<file path="config.mk">
export PLATFORM = sky130hd
export DESIGN_NAME = sts_reduce_cell
export DESIGN_NICKNAME = d
export VERILOG_FILES = /design/src/rtl/sts_pkg.sv /design/src/rtl/sts_reduce_cell.sv
export SDC_FILE = /design/constraint.sdc
export NUM_CORES = 1
export LEC_CHECK = 0
export BUFFER_PORTS_ARGS = -buffer_cell sky130_fd_sc_hd__buf_2
export CAP_MARGIN = 20
export CORE_AREA = 3 3 84 86
export DETAILED_ROUTE_END_ITERATION = 12
export DIE_AREA = 0 0 87 89
export PLACE_DENSITY = 0.81
export SETUP_SLACK_MARGIN = 0.15
export SLEW_MARGIN = 10
export SYNTH_ARGS = -nofsm -noshare
export SYNTH_HDL_FRONTEND = slang
export SYNTH_SLANG_ARGS = --single-unit
</file>
<file path="constraint.sdc">
create_clock -name clk -period 4.7 [get_ports clk]
set_input_delay 0.235 -clock clk [delete_from_list [all_inputs] [get_ports clk]]
set_output_delay 0.235 -clock clk [all_outputs]
set_load 0.1 [all_outputs]
</file>
<file path="src/rtl/sts_pkg.sv">
// shared constants, types and helper functions of the sine series unit
`default_nettype none

package sts_pkg;

  // default configuration
  localparam int TERMS_DEFAULT           = 5;
  localparam int ANGLE_FRAC_BITS_DEFAULT = 24;
  localparam int OUT_FRAC_BITS_DEFAULT   = 30;

  // working precision of the series (Q30)
  localparam int WORK_FRAC = 30;

  // pi with 62 fraction bits
  localparam logic [63:0] PI_Q62 = 64'hC90F_DAA2_2168_C235;

  // round(2^32 / (m(m+1))) for m = 2, 4, ..., 16
  localparam logic [31:0] RECIP_Q32 [8] = '{
    32'd715827883, 32'd214748365, 32'd102261126, 32'd59652324,
    32'd39045157,  32'd27531842,  32'd20452225,  32'd15790321
  };

  // request travelling through the remainder chain
  typedef struct packed {
    logic [31:0] mag;
    logic        neg;
  } red_t;

  // request travelling through the series chain
  typedef struct packed {
    logic [31:0]        x2;
    logic [30:0]        term;
    logic signed [32:0] sum;
    logic               neg;
  } ser_t;

  // pi scaled down by sh bits, rounded to nearest
  function automatic logic [63:0] angle_const(input int sh);
    logic [64:0] v;
    v = {1'b0, PI_Q62} + (65'd1 << (sh - 1));
    return 64'(v >> sh);
  endfunction

endpackage

`default_nettype wire

</file>
<file path="src/rtl/sts_reduce_cell.sv">
// one restoring step of the remainder by 2*pi
`default_nettype none

module sts_reduce_cell
  import sts_pkg::*;
(
  input  wire logic        clk,
  input  wire logic        rst,
  input  wire logic [31:0] step,
  input  wire logic        in_valid,
  output      logic        in_ready,
  input  wire red_t        in_pl,
  output      logic        out_valid,
  input  wire logic        out_ready,
  output      red_t        out_pl
);

  logic vld;
  red_t pl;

  assign in_ready  = !vld || out_ready;
  assign out_valid = vld;
  assign out_pl    = pl;

  // occupancy
  always_ff @(posedge clk) begin
    if (rst) begin
      vld <= 1'b0;
    end else if (in_ready) begin
      vld <= in_valid;
    end
  end

  // conditional subtract of this step's multiple
  always_ff @(posedge clk) begin
    if (in_valid && in_ready) begin
      pl.neg <= in_pl.neg;
      if (in_pl.mag >= step) begin
        pl.mag <= in_pl.mag - step;
      end else begin
        pl.mag <= in_pl.mag;
      end
    end
  end

endmodule

`default_nettype wire

</file>
==> impl_metrics.json <==
{
  "outcome": "complete, no violations",
  "numCtsBuffers": 5,
  "synthDistinctLibCells": 66,
  "postCtsSetupBuffers": 0,
  "drtAntennaViolNets": 0,
  "critPathArrivalTime_ps": 2890,
  "pwr_density_cell_mw_per_mm2": 312,
  "die_area_sq_mm": 0.00774,
  "routedWlPerCell_um": 16.0,
  "syn-instance-count": 375,
  "cp_slowest_cell": "nand3_4",
  "diodes": 0,
  "final_util_pct": 65.6,
  "fin_tns_setup_ps": 0,
  "fillers": 550,
  "cts_hold_buf": 0,
  "syn_to_final_growth_pct": 18.6,
  "die_h_um": 89,
  "finalNonFillerCells": 555,
  "crit_path_start_kind": "primary input",
  "gp_congestion": 0.873,
  "grt_overflow": 0,
  "cts_max_path_buffers": 2,
  "track_usage_pct": 23.0,
  "final_layout_size_suffix_gt1_share_pct": 31.6,
  "die_x_um": 87,
  "p_leak_nw": 2.02,
  "synth_edf_count": 33,
  "rows": 29,
  "seq_area_frac_synth_pct": 28.8,
  "cts_resized": 0,
  "ys.flop_type": "edfxtp_1",
  "async_flop_share_pct": 0,
  "clk_pin_slew_ps": 80,
  "dp.cells": 547,
  "drtIter0Drc": 164,
  "tightest_slew_ps": 730,
  "antenna_found_initial": 0,
  "cts.sinks": 34,
  "total_power_mw": 1.30,
  "rsz0062_at_grt": "false",
  "yosys.area.top_type_share_pct": 28.2,
  "yosys-top-cells-area": "edfxtp_1 28%, ha_1 11%, mux2_4 6.8%, inv_1 4.7%, a21oi_1 3.8%",
  "grt_max_degree": 34,
  "crit_chain": "buf_2 -> inv_1 -> ha_1 -> fa_1 -> nor2b_1 -> o31a_1 -> o21ai_1 -> a211o_1 -> a21oi_2 -> o21ai_4 -> nand3_4 -> mux2_2",
  "multi_input_area_sq_mm": 0.00228,
  "end_kind": "flip-flop",
  "timing_worst_setup_path_type": "in2reg",
  "clk_latency_ps": 290,
  "synth_area_sq_mm": 0.00351,
  "cts_root_buf": "clkbuf_8",
  "max_freq_mhz": 353,
  "nets": 579,
  "slowest_delay_ps": 410,
  "ys_warn_count": 0,
  "synth_nets": 477,
  "setup_viol": 0,
  "boundaryPins": 104,
  "fin_crit_ps": 2840,
  "slew_headroom_pct": 50.6,
  "htreeDepth": 2,
  "ys_ff_latch": 34,
  "start_util_pct": 55.3,
  "yosys.area.top_type": "edfxtp_1",
  "maxCapViolations": 0,
  "hold_viol_final": 0,
  "finalMaxSlewViolations": 0,
  "hold_class": "in2reg",
  "port_buffers": 103,
  "grt_pass1_vias": 3150,
  "core_sq_mm": 0.00635,
  "grt_pass1_wl_mm": 14.2,
  "irDropWorstVdd_mv": 0.187,
  "viasPerCell": 5.77,
  "dp.final_hpwl_mm": 6.89,
  "regArea_sq_mm": 0.00101,
  "drc": 0,
  "worstPathMaxFanout": 26,
  "cts_tree": "done",
  "required_ps": 4750,
  "wl_mm": 8.91,
  "fin_worst_skew_ps": 4.62,
  "syn_area_per_cell_sq_um": 9.37,
  "firstDrtPassIters": 4,
  "finalCritPeriodShare_pct": 60.3,
  "vias": 3205
}
==> critical path, delay by kind of cell <==
family	cells	cell delay [ps]
adders and majority gates	2	590
muxes	1	400
and+or+nand+nor	2	570
buffers and inverters	2	110
AOI/OAI and AO/OA	5	970
==> flip-flops by register name, summed over array words and instances (netlist names) <==
signal	count
out_pl	33
out_valid	1
==> layout make-up <==
cell class / instances / share of cell area (%)
clock inverters: 2 / 0.300
multi-input cells: 288 / 54.6
clock buffers: 6 / 1.98
flip-flops and latches: 34 / 24.3
inverters: 44 / 3.96
well taps: 77 / 2.31
repair buffers: 104 / 12.6
==> power breakdown <==
part           switching (mW)  leakage (nW)  internal (mW)
Sequential            0.00815         0.328          0.380
Combinational           0.461          1.64          0.209
Clock                   0.125        0.0472          0.118
==> through the flow <==
stage / worst slack [ps] / hold WS, ps / instance area [sq um]
6_report: 1860 / 80.9 / 4170
5_1_grt: 1670 / 82.0 / 4170
4_1_cts: 1850 / 80.2 / 4170
3_5_place_dp: 1540 / 393 / 4070
3_3_place_gp: 1620 / 390 / 4070
2_1_floorplan: 1730 / 304 / 3510
==> layer usage <==
metal  vias to the layer above  global-route usage (%)  share of wire (%)
li1                       1611                       -                  -
met3                         9                    3.41                6.2
met2                       106                    40.3                 49
met1                      1479                    29.1                 43
met4                         0                    7.22                1.0
met5                         -                       0                  0
==> synthesized netlist by cell type, types with 9 or more instances <==
| master | count |
|---|---|
| inv_1 | 44 |
| edfxtp_1 | 33 |
| ha_1 | 32 |
| a21oi_1 | 27 |
| nor2_1 | 19 |
| nand2_1 | 17 |
| mux2_4 | 16 |
| a21o_1 | 15 |
| o21ai_0 | 15 |
| o21a_1 | 10 |
| xnor2_1 | 10 |
| xor2_1 | 10 |
| nand3_1 | 9 |
| nand4_1 | 9 |
==> cell usage in the layout, fill, tap and decap left out, drive strengths merged, types with 3 or more instances in the layout <==
cell type  Yosys  routed
xnor2         10      10
buf            7     104
o311ai         3       3
nand3         11      11
nand2         17      17
nor2b          4       4
o21ai         18      18
a21oi         29      29
o211ai         5       5
nand4          9       9
xor2          10      10
a21o          15      15
and2           5       5
ha            32      32
a31oi          8       8
nor3           6       6
o21a          11      11
a21boi         3       3
and3           8       8
o31ai          5       5
edfxtp        33      33
nor4           4       4
nor2          19      19
clkbuf         2       6
a211o          5       5
mux2          22      22
inv           44      44
==> cell families after synthesis <==
logic type	synth area share (%)
AND/OR/NAND/NOR	14.9
multiplexers	9.33
XOR/XNOR	4.99
AO/OA/AOI/OAI	23.6
adder cells (fa/ha/maj)	12.0
buffers and inverters	6.41
flip-flops	28.8
==> path summary, 6_finish.rpt <==
path	from	endpoint	slack (ps)	depth (start not counted)
worst max-delay path	in_pl[1]	out_pl[3]	1860	12
worst min-delay path	rst	out_valid	80	2
worst max register to register	out_valid	out_pl[16]	3350	3
worst min register to register	out_valid	out_valid	530	2
Note: power is estimated with default switching activity, not from simulation.
